<file path="src/design/ssswp_pkg.sv">
// ----------------------------------------------------------------------------
// ssswp_pkg
// Shared types and constants of the single shunt sample window planner.
// ----------------------------------------------------------------------------
package ssswp_pkg;

   localparam int DUTY_FRAC_BITS = 16;
   localparam int DUTY_W         = DUTY_FRAC_BITS + 1;
   localparam int GUARD_W        = DUTY_FRAC_BITS + 2;
   localparam int POS_W          = DUTY_FRAC_BITS + 4;
   localparam int SUM_W          = POS_W + 1;
   localparam int PERIOD_W       = 16;
   localparam int TICK_W         = 16;
   localparam int HTICK_W        = 15;
   localparam int CSR_ADDR_W     = 3;
   localparam int CSR_DATA_W     = 18;
   localparam int REQ_W          = 56;
   localparam int RSP_W          = 96;
   localparam int NUM_W          = GUARD_W + DUTY_FRAC_BITS;
   localparam int Q_DEPTH        = 4;
   localparam int Q_PTR_W        = $clog2(Q_DEPTH);

   localparam logic [DUTY_W-1:0]  ONE       = DUTY_W'(1) << DUTY_FRAC_BITS;
   localparam logic [GUARD_W-1:0] GUARD_MAX = '1;

   localparam logic [1:0] PHASE_NONE  = 2'd0;
   localparam logic [1:0] PHASE_LEAD  = 2'd1;
   localparam logic [1:0] PHASE_TRAIL = 2'd2;

   localparam logic [CSR_ADDR_W-1:0] REG_PERIOD    = 3'd0;
   localparam logic [CSR_ADDR_W-1:0] REG_DEADTIME  = 3'd1;
   localparam logic [CSR_ADDR_W-1:0] REG_APERTURE  = 3'd2;
   localparam logic [CSR_ADDR_W-1:0] REG_MIN_DUTY  = 3'd3;
   localparam logic [CSR_ADDR_W-1:0] REG_MARGIN    = 3'd4;
   localparam logic [CSR_ADDR_W-1:0] REG_ZLIMIT    = 3'd5;
   localparam logic [CSR_ADDR_W-1:0] REG_MIN_COUNT = 3'd6;
   localparam logic [CSR_ADDR_W-1:0] REG_EDGE_MID  = 3'd7;

   localparam logic [15:0] RST_PERIOD    = 16'd10000;
   localparam logic [15:0] RST_DEADTIME  = 16'd100;
   localparam logic [15:0] RST_APERTURE  = 16'd50;
   localparam logic [16:0] RST_MIN_DUTY  = 17'd3277;
   localparam logic [16:0] RST_MARGIN    = 17'd1311;
   localparam logic [17:0] RST_ZLIMIT    = 18'd98304;
   localparam logic [1:0]  RST_MIN_COUNT = 2'd2;
   localparam logic [16:0] RST_EDGE_MID  = 17'd32768;

   typedef struct packed {
      logic                      ready;
      logic [17:0]               thr;
      logic [1:0]                min_cnt;
      logic [DUTY_W-1:0]         edge_mid;
      logic [17:0]               zlimit;
      logic [GUARD_W-1:0]        guard;
      logic [DUTY_W-1:0]         mh;
      logic signed [POS_W-1:0]   dlow;
      logic signed [POS_W-1:0]   dhigh;
      logic signed [POS_W-1:0]   lead_a;
      logic [PERIOD_W-1:0]       period;
   } cfg_type;

   typedef struct packed {
      logic                      valid;
      logic [1:0]                count;
      logic                      comp;
      logic                      zhigh;
      logic                      pref;
      logic [DUTY_W-1:0]         x;
      logic [DUTY_W-1:0]         y;
      logic [1:0]                pha;
      logic [1:0]                phb;
      logic signed [POS_W-1:0]   pa;
      logic signed [POS_W-1:0]   pb;
      logic                      chain;
   } plan_type;

   typedef struct packed {
      logic                      last;
      logic                      valid;
      logic [1:0]                count;
      logic                      comp;
      logic                      zhigh;
      logic                      pref;
      logic [DUTY_W-1:0]         duty;
      logic [1:0]                phase;
   } meta_type;

   function automatic logic signed [SUM_W-1:0] clamp_pos(
      input logic signed [SUM_W-1:0] v,
      input logic signed [SUM_W-1:0] lo,
      input logic signed [SUM_W-1:0] hi);
      logic signed [SUM_W-1:0] r;
      if (v < lo) begin
         r = lo;
      end else if (v > hi) begin
         r = hi;
      end else begin
         r = v;
      end
      return r;
   endfunction

endpackage

</file>
<file path="src/design/ssswp_cfg.sv">
// ----------------------------------------------------------------------------
// ssswp_cfg
// Control registers, iterative guard divider and derived window bounds.
// ----------------------------------------------------------------------------
module ssswp_cfg (
   input  logic                                  clock,
   input  logic                                  reset,
   input  logic                                  csr_we,
   input  logic [ssswp_pkg::CSR_ADDR_W-1:0]      csr_addr,
   input  logic [ssswp_pkg::CSR_DATA_W-1:0]      csr_wdata,
   output ssswp_pkg::cfg_type                    cfg
);

   localparam logic [2:0] ST_LOAD  = 3'd0;
   localparam logic [2:0] ST_DIV   = 3'd1;
   localparam logic [2:0] ST_SUM   = 3'd2;
   localparam logic [2:0] ST_DER1  = 3'd3;
   localparam logic [2:0] ST_DER2  = 3'd4;
   localparam logic [2:0] ST_READY = 3'd5;

   localparam int CNT_W = $clog2(ssswp_pkg::NUM_W);
   localparam int DIV_W = ssswp_pkg::PERIOD_W + 1;

   logic [2:0]  state_ff, state_in;
   logic [15:0] period_ff, period_in;
   logic [15:0] dead_ff, dead_in;
   logic [15:0] aper_ff, aper_in;
   logic [16:0] min_duty_ff, min_duty_in;
   logic [16:0] margin_ff, margin_in;
   logic [17:0] zlimit_ff, zlimit_in;
   logic [1:0]  min_cnt_ff, min_cnt_in;
   logic [16:0] edge_mid_ff, edge_mid_in;

   logic [ssswp_pkg::NUM_W-1:0]    quo_ff, quo_in;
   logic [DIV_W-1:0]               rem_ff, rem_in;
   logic [DIV_W-1:0]               divisor_ff, divisor_in;
   logic [CNT_W-1:0]               cnt_ff, cnt_in;
   logic [15:0]                    per_eff_ff, per_eff_in;
   logic [ssswp_pkg::GUARD_W-1:0]  guard_ff, guard_in;
   logic [ssswp_pkg::DUTY_W-1:0]   mh_ff, mh_in;
   logic [17:0]                    thr_ff, thr_in;
   logic signed [ssswp_pkg::POS_W-1:0] dlow_ff, dlow_in;
   logic signed [ssswp_pkg::POS_W-1:0] dhigh_ff, dhigh_in;
   logic signed [ssswp_pkg::POS_W-1:0] lead_ff, lead_in;

   logic [DIV_W:0]                 rem_sh;
   logic                           take;
   logic [17:0]                    num_hi;
   logic [ssswp_pkg::GUARD_W:0]    gsum;
   logic signed [ssswp_pkg::POS_W-1:0] dhigh_c;
   logic signed [ssswp_pkg::SUM_W-1:0] lead_sum;

   always_comb begin
      state_in    = state_ff;
      period_in   = period_ff;
      dead_in     = dead_ff;
      aper_in     = aper_ff;
      min_duty_in = min_duty_ff;
      margin_in   = margin_ff;
      zlimit_in   = zlimit_ff;
      min_cnt_in  = min_cnt_ff;
      edge_mid_in = edge_mid_ff;
      quo_in      = quo_ff;
      rem_in      = rem_ff;
      divisor_in  = divisor_ff;
      cnt_in      = cnt_ff;
      per_eff_in  = per_eff_ff;
      guard_in    = guard_ff;
      mh_in       = mh_ff;
      thr_in      = thr_ff;
      dlow_in     = dlow_ff;
      dhigh_in    = dhigh_ff;
      lead_in     = lead_ff;

      rem_sh   = {rem_ff, quo_ff[ssswp_pkg::NUM_W-1]};
      take     = (rem_sh >= {1'b0, divisor_ff});
      num_hi   = {1'b0, dead_ff, 1'b0} + {2'b00, aper_ff};
      gsum     = {2'b00, margin_ff} + {1'b0, quo_ff[ssswp_pkg::GUARD_W-1:0]};
      dhigh_c  = $signed({{(ssswp_pkg::POS_W-ssswp_pkg::DUTY_W){1'b0}}, ssswp_pkg::ONE})
                 - dlow_ff;
      lead_sum = {dlow_ff[ssswp_pkg::POS_W-1], dlow_ff}
                 + $signed({3'b000, guard_ff});

      case (state_ff)
         ST_LOAD: begin
            per_eff_in = (period_ff == 16'd0) ? 16'd1 : period_ff;
            divisor_in = {((period_ff == 16'd0) ? 16'd1 : period_ff), 1'b0};
            quo_in     = {num_hi, {ssswp_pkg::DUTY_FRAC_BITS{1'b0}}};
            rem_in     = '0;
            cnt_in     = '0;
            state_in   = ST_DIV;
         end
         ST_DIV: begin
            rem_in = take ? DIV_W'(rem_sh - {1'b0, divisor_ff}) : rem_sh[DIV_W-1:0];
            quo_in = {quo_ff[ssswp_pkg::NUM_W-2:0], take};
            cnt_in = cnt_ff + CNT_W'(1);
            if (cnt_ff == CNT_W'(ssswp_pkg::NUM_W - 1)) begin
               state_in = ST_SUM;
            end
         end
         ST_SUM: begin
            if ((|quo_ff[ssswp_pkg::NUM_W-1:ssswp_pkg::GUARD_W])
                || gsum[ssswp_pkg::GUARD_W]) begin
               guard_in = ssswp_pkg::GUARD_MAX;
            end else begin
               guard_in = gsum[ssswp_pkg::GUARD_W-1:0];
            end
            state_in = ST_DER1;
         end
         ST_DER1: begin
            mh_in    = guard_ff[ssswp_pkg::GUARD_W-1:1];
            dlow_in  = $signed({3'b000, min_duty_ff})
                       + $signed({3'b000, guard_ff[ssswp_pkg::GUARD_W-1:1]});
            thr_in   = {1'b0, min_duty_ff} + {1'b0, margin_ff};
            state_in = ST_DER2;
         end
         ST_DER2: begin
            dhigh_in = dhigh_c;
            lead_in  = $signed(ssswp_pkg::clamp_pos(lead_sum,
                          {dlow_ff[ssswp_pkg::POS_W-1], dlow_ff},
                          {dhigh_c[ssswp_pkg::POS_W-1], dhigh_c})
                          [ssswp_pkg::POS_W-1:0]);
            state_in = ST_READY;
         end
         ST_READY: begin
            state_in = ST_READY;
         end
         default: begin
            state_in = ST_LOAD;
         end
      endcase

      if (csr_we) begin
         state_in = ST_LOAD;
         case (csr_addr)
            ssswp_pkg::REG_PERIOD:    period_in   = csr_wdata[15:0];
            ssswp_pkg::REG_DEADTIME:  dead_in     = csr_wdata[15:0];
            ssswp_pkg::REG_APERTURE:  aper_in     = csr_wdata[15:0];
            ssswp_pkg::REG_MIN_DUTY:  min_duty_in = csr_wdata[16:0];
            ssswp_pkg::REG_MARGIN:    margin_in   = csr_wdata[16:0];
            ssswp_pkg::REG_ZLIMIT:    zlimit_in   = csr_wdata[17:0];
            ssswp_pkg::REG_MIN_COUNT: min_cnt_in  = csr_wdata[1:0];
            ssswp_pkg::REG_EDGE_MID:  edge_mid_in = csr_wdata[16:0];
            default: begin
               state_in = state_ff;
            end
         endcase
      end
   end

   always_ff @(posedge clock) begin
      if (reset) begin
         state_ff    <= ST_LOAD;
         period_ff   <= ssswp_pkg::RST_PERIOD;
         dead_ff     <= ssswp_pkg::RST_DEADTIME;
         aper_ff     <= ssswp_pkg::RST_APERTURE;
         min_duty_ff <= ssswp_pkg::RST_MIN_DUTY;
         margin_ff   <= ssswp_pkg::RST_MARGIN;
         zlimit_ff   <= ssswp_pkg::RST_ZLIMIT;
         min_cnt_ff  <= ssswp_pkg::RST_MIN_COUNT;
         edge_mid_ff <= ssswp_pkg::RST_EDGE_MID;
      end else begin
         state_ff    <= state_in;
         period_ff   <= period_in;
         dead_ff     <= dead_in;
         aper_ff     <= aper_in;
         min_duty_ff <= min_duty_in;
         margin_ff   <= margin_in;
         zlimit_ff   <= zlimit_in;
         min_cnt_ff  <= min_cnt_in;
         edge_mid_ff <= edge_mid_in;
      end
   end

   always_ff @(posedge clock) begin
      quo_ff     <= quo_in;
      rem_ff     <= rem_in;
      divisor_ff <= divisor_in;
      cnt_ff     <= cnt_in;
      per_eff_ff <= per_eff_in;
      guard_ff   <= guard_in;
      mh_ff      <= mh_in;
      thr_ff     <= thr_in;
      dlow_ff    <= dlow_in;
      dhigh_ff   <= dhigh_in;
      lead_ff    <= lead_in;
   end

   always_comb begin
      cfg.ready    = (state_ff == ST_READY);
      cfg.thr      = thr_ff;
      cfg.min_cnt  = min_cnt_ff;
      cfg.edge_mid = edge_mid_ff;
      cfg.zlimit   = zlimit_ff;
      cfg.guard    = guard_ff;
      cfg.mh       = mh_ff;
      cfg.dlow     = dlow_ff;
      cfg.dhigh    = dhigh_ff;
      cfg.lead_a   = lead_ff;
      cfg.period   = per_eff_ff;
   end

endmodule

</file>
<file path="src/design/ssswp_front.sv">
// ----------------------------------------------------------------------------
// ssswp_front
// Accepts commands, picks the active duties and plans both windows.
// ----------------------------------------------------------------------------
module ssswp_front (
   input  logic                            clock,
   input  logic                            reset,
   input  ssswp_pkg::cfg_type              cfg,
   input  logic                            req_tvalid,
   output logic                            req_tready,
   input  logic [ssswp_pkg::REQ_W-1:0]     req_tdata,
   output logic                            push_valid,
   input  logic                            push_ready,
   output ssswp_pkg::plan_type             push_data
);

   localparam int DW = ssswp_pkg::DUTY_W;
   localparam int SW = ssswp_pkg::SUM_W;
   localparam int PW = ssswp_pkg::POS_W;

   logic                f1_v_ff, f1_v_in;
   logic [DW-1:0]       x_ff, x_in;
   logic [DW-1:0]       y_ff, y_in;
   logic                zhigh_ff, zhigh_in;
   logic                f2_v_ff, f2_v_in;
   ssswp_pkg::plan_type plan_ff, plan_in;

   logic [2:0]          sector;
   logic [DW-1:0]       da, db, dc;
   logic [DW+1:0]       dsum;
   logic                accept, f2_adv;
   logic [DW-1:0]       mn;
   logic                gx, gy, comp, pref;
   logic [1:0]          cnt;
   logic signed [SW-1:0] dlow_s, dhigh_s, xm, ym;

   assign sector = req_tdata[2:0];
   assign da     = req_tdata[19:3];
   assign db     = req_tdata[36:20];
   assign dc     = req_tdata[53:37];
   assign dsum   = {2'b00, da} + {2'b00, db} + {2'b00, dc};

   assign f2_adv     = !f2_v_ff || push_ready;
   assign req_tready = cfg.ready && (!f1_v_ff || f2_adv);
   assign accept     = req_tvalid && req_tready;

   always_comb begin
      x_in     = x_ff;
      y_in     = y_ff;
      zhigh_in = zhigh_ff;
      f1_v_in  = f1_v_ff;
      if (f2_adv) begin
         f1_v_in = 1'b0;
      end
      if (accept) begin
         f1_v_in  = 1'b1;
         zhigh_in = (dsum < {1'b0, cfg.zlimit});
         case (sector)
            3'd1: begin x_in = da; y_in = db; end
            3'd2: begin x_in = da; y_in = dc; end
            3'd3: begin x_in = db; y_in = dc; end
            3'd4: begin x_in = db; y_in = da; end
            3'd5: begin x_in = dc; y_in = da; end
            3'd6: begin x_in = dc; y_in = db; end
            default: begin x_in = '0; y_in = '0; end
         endcase
      end
   end

   always_comb begin
      mn      = (x_ff < y_ff) ? x_ff : y_ff;
      gx      = ({1'b0, x_ff} > cfg.thr);
      gy      = ({1'b0, y_ff} > cfg.thr);
      cnt     = {1'b0, gx} + {1'b0, gy};
      comp    = (cnt < cfg.min_cnt);
      pref    = (x_ff >= y_ff);
      dlow_s  = {cfg.dlow[PW-1], cfg.dlow};
      dhigh_s = {cfg.dhigh[PW-1], cfg.dhigh};
      xm      = $signed({{(SW-DW){1'b0}}, x_ff}) - $signed({{(SW-DW){1'b0}}, cfg.mh});
      ym      = $signed({{(SW-DW){1'b0}}, y_ff}) - $signed({{(SW-DW){1'b0}}, cfg.mh});

      plan_in       = plan_ff;
      plan_in.valid = ({1'b0, mn} > cfg.thr);
      plan_in.count = cnt;
      plan_in.comp  = comp;
      plan_in.pref  = pref;
      plan_in.zhigh = comp ? pref : zhigh_ff;
      plan_in.x     = x_ff;
      plan_in.y     = y_ff;
      plan_in.chain = 1'b0;
      plan_in.pha   = ssswp_pkg::PHASE_NONE;
      plan_in.phb   = ssswp_pkg::PHASE_NONE;
      plan_in.pa    = '0;
      plan_in.pb    = '0;

      if ({1'b0, x_ff} > cfg.guard) begin
         if (x_ff >= cfg.edge_mid) begin
            plan_in.pha = ssswp_pkg::PHASE_TRAIL;
            plan_in.pa  = xm[PW-1:0];
         end else begin
            plan_in.pha = ssswp_pkg::PHASE_LEAD;
            plan_in.pa  = cfg.dlow;
         end
      end
      if ({1'b0, y_ff} > cfg.guard) begin
         if (y_ff >= cfg.edge_mid) begin
            plan_in.phb = ssswp_pkg::PHASE_TRAIL;
            plan_in.pb  = ym[PW-1:0];
         end else begin
            plan_in.phb = ssswp_pkg::PHASE_LEAD;
            plan_in.pb  = cfg.dlow;
         end
      end

      if (comp) begin
         if (pref) begin
            plan_in.pha   = ssswp_pkg::PHASE_TRAIL;
            plan_in.phb   = ssswp_pkg::PHASE_TRAIL;
            plan_in.pa    = $signed(ssswp_pkg::clamp_pos(xm, dlow_s, dhigh_s)[PW-1:0]);
            plan_in.chain = 1'b1;
         end else begin
            plan_in.pha = ssswp_pkg::PHASE_LEAD;
            plan_in.phb = ssswp_pkg::PHASE_LEAD;
            plan_in.pa  = cfg.lead_a;
            plan_in.pb  = cfg.dlow;
         end
      end

      f2_v_in = f2_v_ff;
      if (f2_adv) begin
         f2_v_in = f1_v_ff;
      end
   end

   always_ff @(posedge clock) begin
      if (reset) begin
         f1_v_ff <= 1'b0;
         f2_v_ff <= 1'b0;
      end else begin
         f1_v_ff <= f1_v_in;
         f2_v_ff <= f2_v_in;
      end
   end

   always_ff @(posedge clock) begin
      x_ff     <= x_in;
      y_ff     <= y_in;
      zhigh_ff <= zhigh_in;
      if (f2_adv) begin
         plan_ff <= plan_in;
      end
   end

   assign push_valid = f2_v_ff;
   assign push_data  = plan_ff;

endmodule

</file>
<file path="src/design/ssswp_queue.sv">
// ----------------------------------------------------------------------------
// ssswp_queue
// Short plan queue between the front and back parts.
// ----------------------------------------------------------------------------
module ssswp_queue (
   input  logic                 clock,
   input  logic                 reset,
   input  logic                 push_valid,
   output logic                 push_ready,
   input  ssswp_pkg::plan_type  push_data,
   output logic                 head_valid,
   input  logic                 pop,
   output ssswp_pkg::plan_type  head_data
);

   localparam int PTR_W = ssswp_pkg::Q_PTR_W;

   ssswp_pkg::plan_type     mem_ff [ssswp_pkg::Q_DEPTH];
   logic [PTR_W-1:0]        wr_ff, wr_in;
   logic [PTR_W-1:0]        rd_ff, rd_in;
   logic [PTR_W:0]          cnt_ff, cnt_in;
   logic                    do_push, do_pop;

   assign push_ready = (cnt_ff != (PTR_W+1)'(ssswp_pkg::Q_DEPTH));
   assign head_valid = (cnt_ff != '0);
   assign head_data  = mem_ff[rd_ff];
   assign do_push    = push_valid && push_ready;
   assign do_pop     = pop && head_valid;

   always_comb begin
      wr_in  = do_push ? wr_ff + PTR_W'(1) : wr_ff;
      rd_in  = do_pop ? rd_ff + PTR_W'(1) : rd_ff;
      cnt_in = cnt_ff + (PTR_W+1)'(do_push) - (PTR_W+1)'(do_pop);
   end

   always_ff @(posedge clock) begin
      if (reset) begin
         wr_ff  <= '0;
         rd_ff  <= '0;
         cnt_ff <= '0;
      end else begin
         wr_ff  <= wr_in;
         rd_ff  <= rd_in;
         cnt_ff <= cnt_in;
      end
   end

   always_ff @(posedge clock) begin
      if (do_push) begin
         mem_ff[wr_ff] <= push_data;
      end
   end

endmodule

</file>
<file path="src/design/ssswp_back.sv">
// ----------------------------------------------------------------------------
// ssswp_back
// Emits windows A and B: final position, half-cycle position and ticks.
// ----------------------------------------------------------------------------
module ssswp_back (
   input  logic                            clock,
   input  logic                            reset,
   input  ssswp_pkg::cfg_type              cfg,
   input  logic                            head_valid,
   input  ssswp_pkg::plan_type             head_data,
   output logic                            pop,
   output logic                            rsp_tvalid,
   input  logic                            rsp_tready,
   output logic [ssswp_pkg::RSP_W-1:0]     rsp_tdata,
   output logic                            rsp_tlast
);

   localparam int DW = ssswp_pkg::DUTY_W;
   localparam int SW = ssswp_pkg::SUM_W;
   localparam int PW = ssswp_pkg::POS_W;
   localparam int FB = ssswp_pkg::DUTY_FRAC_BITS;

   logic                 beat_ff, beat_in;
   logic                 b1_v_ff, b1_v_in;
   logic                 b2_v_ff, b2_v_in;
   logic                 out_v_ff, out_v_in;
   ssswp_pkg::meta_type  b1_meta_ff, b1_meta_in;
   ssswp_pkg::meta_type  b2_meta_ff;
   ssswp_pkg::meta_type  out_meta_ff;
   logic signed [PW-1:0] b1_pos_ff, b1_pos_in;
   logic [DW-1:0]        b2_p_ff, b2_p_in;
   logic [DW-1:0]        b2_hp_ff, b2_hp_in;
   logic [DW-1:0]        out_p_ff;
   logic [DW-1:0]        out_hp_ff;
   logic [ssswp_pkg::TICK_W-1:0]  out_tick_ff, out_tick_in;
   logic [ssswp_pkg::HTICK_W-1:0] out_htick_ff, out_htick_in;

   logic                 out_adv, b2_adv, b1_adv, issue;
   logic signed [SW-1:0] chain_sum;
   logic signed [PW:0]   p2m;
   logic [DW:0]          p2;
   logic [DW+ssswp_pkg::PERIOD_W-1:0] tick_prod, htick_prod;

   assign out_adv = !out_v_ff || rsp_tready;
   assign b2_adv  = !b2_v_ff || out_adv;
   assign b1_adv  = !b1_v_ff || b2_adv;
   assign issue   = head_valid && b1_adv;
   assign pop     = issue && beat_ff;

   // window select and chained B position
   always_comb begin
      chain_sum = {head_data.pa[PW-1], head_data.pa}
                  + $signed({{(SW-ssswp_pkg::GUARD_W){1'b0}}, cfg.guard});
      beat_in = issue ? !beat_ff : beat_ff;
      b1_v_in = b1_adv ? issue : b1_v_ff;

      b1_meta_in.last  = beat_ff;
      b1_meta_in.valid = head_data.valid;
      b1_meta_in.count = head_data.count;
      b1_meta_in.comp  = head_data.comp;
      b1_meta_in.zhigh = head_data.zhigh;
      b1_meta_in.pref  = head_data.pref;
      if (!beat_ff) begin
         b1_meta_in.duty  = head_data.x;
         b1_meta_in.phase = head_data.pha;
         b1_pos_in        = head_data.pa;
      end else begin
         b1_meta_in.duty  = head_data.y;
         b1_meta_in.phase = head_data.phb;
         if (head_data.chain) begin
            b1_pos_in = $signed(ssswp_pkg::clamp_pos(chain_sum,
                           {cfg.dlow[PW-1], cfg.dlow},
                           {cfg.dhigh[PW-1], cfg.dhigh})[PW-1:0]);
         end else begin
            b1_pos_in = head_data.pb;
         end
      end
   end

   // cycle and half-cycle position
   always_comb begin
      b2_v_in = b2_adv ? b1_v_ff : b2_v_ff;
      if (b1_pos_ff < 0) begin
         b2_p_in = '0;
      end else if (b1_pos_ff > $signed({{(PW-DW){1'b0}}, ssswp_pkg::ONE})) begin
         b2_p_in = ssswp_pkg::ONE;
      end else begin
         b2_p_in = b1_pos_ff[DW-1:0];
      end
      p2  = {b2_p_in, 1'b0};
      p2m = $signed({{(PW-DW){1'b0}}, p2}) - $signed({{(PW-DW+1){1'b0}}, ssswp_pkg::ONE});
      case (b1_meta_ff.phase)
         ssswp_pkg::PHASE_TRAIL: begin
            if (p2m < 0) begin
               b2_hp_in = '0;
            end else if (p2m > $signed({{(PW-DW+1){1'b0}}, ssswp_pkg::ONE})) begin
               b2_hp_in = ssswp_pkg::ONE;
            end else begin
               b2_hp_in = p2m[DW-1:0];
            end
         end
         ssswp_pkg::PHASE_LEAD: begin
            b2_hp_in = (p2 > {1'b0, ssswp_pkg::ONE}) ? ssswp_pkg::ONE : p2[DW-1:0];
         end
         default: begin
            b2_hp_in = '0;
         end
      endcase
   end

   // tick conversion
   always_comb begin
      out_v_in     = out_adv ? b2_v_ff : out_v_ff;
      tick_prod    = b2_p_ff * cfg.period;
      htick_prod   = b2_hp_ff * cfg.period;
      out_tick_in  = tick_prod[FB+ssswp_pkg::TICK_W-1:FB];
      out_htick_in = htick_prod[FB+ssswp_pkg::HTICK_W:FB+1];
   end

   always_ff @(posedge clock) begin
      if (reset) begin
         beat_ff  <= 1'b0;
         b1_v_ff  <= 1'b0;
         b2_v_ff  <= 1'b0;
         out_v_ff <= 1'b0;
      end else begin
         beat_ff  <= beat_in;
         b1_v_ff  <= b1_v_in;
         b2_v_ff  <= b2_v_in;
         out_v_ff <= out_v_in;
      end
   end

   always_ff @(posedge clock) begin
      if (b1_adv) begin
         b1_meta_ff <= b1_meta_in;
         b1_pos_ff  <= b1_pos_in;
      end
      if (b2_adv) begin
         b2_meta_ff <= b1_meta_ff;
         b2_p_ff    <= b2_p_in;
         b2_hp_ff   <= b2_hp_in;
      end
      if (out_adv) begin
         out_meta_ff  <= b2_meta_ff;
         out_p_ff     <= b2_p_ff;
         out_hp_ff    <= b2_hp_ff;
         out_tick_ff  <= out_tick_in;
         out_htick_ff <= out_htick_in;
      end
   end

   assign rsp_tvalid = out_v_ff;
   assign rsp_tlast  = out_meta_ff.last;
   assign rsp_tdata  = {6'b000000, out_htick_ff, out_tick_ff, out_hp_ff, out_p_ff,
                        out_meta_ff.phase, out_meta_ff.duty, out_meta_ff.pref,
                        out_meta_ff.zhigh, out_meta_ff.comp, out_meta_ff.count,
                        out_meta_ff.valid};

endmodule

</file>
<file path="src/design/single_shunt_sample_window_planner.sv">
// ----------------------------------------------------------------------------
// single_shunt_sample_window_planner
// Turns a sector and three phase duties into two single-shunt ADC windows.
// ----------------------------------------------------------------------------
// window A path: front f1, f2, plan queue, back b1, b2 and output registers
// window B follows A through the shared emit pipe; the command is popped when B issues
// reset and every csr write: the guard divider runs 34 steps; commands wait until
//   the bounds are ready; synchronous active-high reset clears all control state
module single_shunt_sample_window_planner (
   input  logic                                clock,
   input  logic                                reset,
   input  logic                                csr_we,
   input  logic [ssswp_pkg::CSR_ADDR_W-1:0]    csr_addr,
   input  logic [ssswp_pkg::CSR_DATA_W-1:0]    csr_wdata,
   input  logic                                req_tvalid,
   output logic                                req_tready,
   // sector[2:0], duty_a[19:3], duty_b[36:20], duty_c[53:37], zero pad
   input  logic [ssswp_pkg::REQ_W-1:0]         req_tdata,
   output logic                                rsp_tvalid,
   input  logic                                rsp_tready,
   // sample_valid[0], sample_count[2:1], needs_compensation[3], zero_vector_high[4],
   // prefer_high_window[5], window_duty[22:6], window_phase[24:23],
   // window_position[41:25], window_half_position[58:42], window_tick[74:59],
   // window_half_tick[89:75], zero pad
   output logic [ssswp_pkg::RSP_W-1:0]         rsp_tdata,
   output logic                                rsp_tlast
);

   ssswp_pkg::cfg_type   cfg;
   ssswp_pkg::plan_type  push_data;
   ssswp_pkg::plan_type  head_data;
   logic                 push_valid, push_ready;
   logic                 head_valid, pop;

   ssswp_cfg u_cfg (
      .clock     (clock),
      .reset     (reset),
      .csr_we    (csr_we),
      .csr_addr  (csr_addr),
      .csr_wdata (csr_wdata),
      .cfg       (cfg)
   );

   ssswp_front u_front (
      .clock      (clock),
      .reset      (reset),
      .cfg        (cfg),
      .req_tvalid (req_tvalid),
      .req_tready (req_tready),
      .req_tdata  (req_tdata),
      .push_valid (push_valid),
      .push_ready (push_ready),
      .push_data  (push_data)
   );

   ssswp_queue u_queue (
      .clock      (clock),
      .reset      (reset),
      .push_valid (push_valid),
      .push_ready (push_ready),
      .push_data  (push_data),
      .head_valid (head_valid),
      .pop        (pop),
      .head_data  (head_data)
   );

   ssswp_back u_back (
      .clock      (clock),
      .reset      (reset),
      .cfg        (cfg),
      .head_valid (head_valid),
      .head_data  (head_data),
      .pop        (pop),
      .rsp_tvalid (rsp_tvalid),
      .rsp_tready (rsp_tready),
      .rsp_tdata  (rsp_tdata),
      .rsp_tlast  (rsp_tlast)
   );

endmodule

</file>
<file path="config.mk">
export PLATFORM = sky130hd
export DESIGN_NAME = single_shunt_sample_window_planner
export DESIGN_NICKNAME = d
export VERILOG_FILES = /design/src/design/ssswp_pkg.sv /design/src/design/ssswp_cfg.sv /design/src/design/ssswp_front.sv /design/src/design/ssswp_queue.sv /design/src/design/ssswp_back.sv /design/src/design/single_shunt_sample_window_planner.sv
export SDC_FILE = /design/constraint.sdc
export NUM_CORES = 2
export LEC_CHECK = 0
export ABC_CLOCK_PERIOD_IN_PS = 5900
export BUFFER_PORTS_ARGS = -buffer_cell sky130_fd_sc_hd__clkbuf_2
export CORE_ASPECT_RATIO = 0.6
export CORE_UTILIZATION = 45
export CTS_CLUSTER_DIAMETER = 200
export DETAILED_ROUTE_END_ITERATION = 6
export MAX_ROUTING_LAYER = met4
export PLACE_DENSITY = 0.65
export SLEW_MARGIN = 10
export SYNTH_ARGS = -nofsm -noshare
export SYNTH_HDL_FRONTEND = slang
export SYNTH_SLANG_ARGS = --single-unit
</file>
<file path="constraint.sdc">
create_clock -name clock -period 5.9 [get_ports clock]
set_input_delay 1.18 -clock clock [delete_from_list [all_inputs] [get_ports clock]]
set_output_delay 1.18 -clock clock [all_outputs]
set_load 0.01 [all_outputs]
</file>
==> flow_summary_export.csv <==
group,metric,value,unit
timing,fin_crit,6320,ps
clock_network,clock_sinks,970,
synthesis,ys_ff_latch,970,
finish,layout_commonest_cell,"edfxtp_1",
power,power.leakage,33.1,nW
place,dp_hpwl,151000,um
synthesis,synthCells,6134,
timing,relSlewSlack,18.0,%
global_route,grt_max_degree,104,
detailed_routing,postRouteAntennaNets,0,
floorplan,die_h,301,um
floorplan,initial_core_util,45.5,%
finish,drive_above_1_share,15.2,%
timing,finClkSkew,38.6,ps
setup_path,crit_top_cell,"fa_1",
synthesis,synth_area_per_cell,11.0,sq um
clock_network,clkSlewWorstSetupHoldPaths,70,ps
floorplan,core-area,148000,sq um
synthesis,yosys_warnings,0,
timing,worst_pin_slew,1230,ps
detailed_routing,firstDrtPassIters,5,
finish,utilization,52.0,%
floorplan,io_pins,181,
power,powerDensity,197,nW/um^2
clock_network,cts_tree,"yes",
setup_path,crit_type,"register to register",
setup_path,cp.arrival,6790,ps
status,violations,"negative setup slack",
finish,nFillCells,12884,
clock_network,cts.path.max_buffers,3,
timing,setup_viol,20,
floorplan,dieArea,151000,sq um
clock_network,root_buffer,"clkbuf_16",
timing,rsz0062_at_grt,"yes",
clock_network,clock_latency,720,ps
timing,drv_slew,0,
synthesis,synth_flop_cell,"edfxtp_1",
synthesis,yosysUniqueCellTypes,91,
setup_path,cp-end-kind,"register",
finish,nets,7730,
finish,layout_common_cells,"edfxtp_1, nand2_1, inv_1, ha_1, fa_1",
synthesis,synth_area,67200,sq um
global_route,antenna_found_initial,8,
detailed_routing,post-route-drc-count,0,
place,post-place-ws,-596,ps
finish,fin_cells,8661,
synthesis,ys_seq_area_share,41.3,%
clock_network,ctsHtreeMaxLevel,3,
global_route,grt_usage,26.9,%
timing,fin_hold_ws,417,ps
setup_path,crit_required,6380,ps
floorplan,die_w,501,um
setup_path,worstSetupStartpointType,"register",
finish,seq_area,27800,sq um
detailed_routing,viasPerCell,5.61,
setup_path,cp_slowest_stage_delay,500,ps
place,io_buffers,171,
timing,finalHoldViolCount,0,
global_route,gr-total-overflow,0,
finish,multi_input_area,36400,sq um
place,gp_congestion,1.00,
power,ir_worst_vdd,0.000240,V
status,status,"complete, but fails checks",
timing,timing.fmax,0.158,GHz
synthesis,synth_edf_count,833,
detailed_routing,wl,198000,um
place,dp.cells,8437,
global_route,first_global_vias,46898,
finish,syn2layout_area_growth,14.4,%
clock_network,cts_buffers,94,
setup_path,crit_slowest_cell,"fa_1",
global_route,grt_pass1_wl,295000,um
detailed_routing,dr.first_iter.drc_count,5150,
floorplan,fp-row-count,109,
timing,finalSetupTns,-4860,ps
detailed_routing,avgRoutedWirePerCell,22.9,um
timing,worst_slack,-419,ps
worst_hold_path,min_path_type,"register to register",
detailed_routing,routed-via-count,48555,
synthesis,async_flop_share,0,%
job,maxCapViolCount,0,
timing,fin_crit_sh,107,%
setup_path,critPathMaxFanout,7,
[power by group]
part	leakage, nW	total [mW]	internal [mW]	switching (mW)
sequential	9.39	7.52	7.45	0.0637
clock	1.50	6.20	3.42	2.78
combinational	22.2	1.42	0.592	0.825
[repair_timing]
| action | in CTS | in global routing |
|---|---|---|
| setup endpoints to repair | 22 | 52 |
| hold buffers | 0 | 0 |
| gates resized for setup | 74 | 83 |
| buffers inserted | 24 | 24 |
| gates cloned | 0 | 1 |
| pin swaps | 48 | 70 |
[area by class of cell]
cell class / count / area share [%]
Clock inverter: 53 / 0.667
Tap cell: 1998 / 3.25
Inverter: 761 / 3.72
Sequential cell: 970 / 36.1
Timing Repair Buffer: 574 / 5.57
Antenna cell: 5 / 0.0163
Clock buffer: 119 / 3.35
Multi-Input combinational cell: 4181 / 47.3
[state kept, by name, indices dropped and copies added (netlist names), 20 cells and up, named ones only]
register and flops:
u_queue.mem_ff 336, u_back.rsp_tdata 25, u_back.b1_pos_ff 20, u_front.push_data 84, u_cfg.quo_ff 34, u_cfg.lead_ff 20, u_back.b1_meta_ff 26, u_back.b2_meta_ff 26
[cell usage after synthesis (all sizes together), types with 15 or more instances]
library cell,instances,share of area (%)
clkbuf,181,1.0
a21o,83,0.93
o211ai,25,0.29
o2111ai,22,0.29
xor2,46,0.60
o21a,69,0.77
o22ai,23,0.21
nor3,64,0.49
a21boi,15,0.17
and3,27,0.25
o21bai,21,0.24
nand2b,30,0.28
a22o,15,0.20
mux2,17,0.28
ha,656,12
inv,759,4.2
a221oi,21,0.27
mux4,83,2.8
or3,20,0.19
edfxtp,833,37
and2,299,2.8
dfxtp,137,4.1
nand4,50,0.47
nor4,22,0.22
a211oi,36,0.42
nor2,240,1.4
xnor2,141,1.8
nor2b,76,0.71
buf,47,0.36
a31oi,23,0.24
o21ai,197,1.5
nand3b,32,0.36
o22a,19,0.25
mux2i,68,1.0
nand3,67,0.50
nand2,759,4.2
fa,410,12
a21oi,354,2.6
[cell families after synthesis]
group,Yosys count,share of synthesized area (%)
XOR/XNOR,187,2.44
adder cells (fa/ha/maj),1066,24.4
AO/OA/AOI/OAI,1025,9.75
flip-flops,970,41.3
AND/OR/NAND/NOR,1728,12.4
other,1,0.00558
buffers and inverters,989,5.63
multiplexers,168,4.08
[final timing paths]
kind                                          start                                to  slack, ps  depth (start not counted)
hold reg to reg      u_back.b1_meta_ff[9]$_DFFE_PN_    u_back.b2_meta_ff[9]$_DFFE_PP_        420                          0
hold / removal       u_back.b1_meta_ff[9]$_DFFE_PN_    u_back.b2_meta_ff[9]$_DFFE_PP_        420                          0
setup reg to reg  u_cfg.per_eff_ff[4]$_SDFFCE_PN0P_  u_back.out_tick_ff[15]$_DFFE_PP_       -420                         25
setup / recovery  u_cfg.per_eff_ff[4]$_SDFFCE_PN0P_  u_back.out_tick_ff[15]$_DFFE_PP_       -420                         25
[worst max-delay path, delay by kind of cell, from the launching register on]
kind                     cells  cell delay [ps]
adder cells (fa/ha/maj)      7             3020
AO/OA/AOI/OAI                7             1180
flip-flops                   1              420
buffers and inverters        7              670
AND/OR/NAND/NOR              3              700
XOR/XNOR                     1               80
[through the flow]
stage	power, mW	cell area, sq um
3_3_place_gp	8.99	72800
2_1_floorplan	8.52	67300
3_5_place_dp	9.03	72800
6_report	15.1	76900
5_1_grt	15.6	76900
4_1_cts	15.2	76400
[routing by layer]
metal / wire length, um / share of wire (%) / global-route usage, %
met1: 95400 / 48 / 41.7
met2: 77000 / 39 / 34.6
met3: 22200 / 11 / 6.89
met4: 3560 / 1.8 / 5.17
met5: 0 / 0 / -
(Power assumes the default switching activity.)
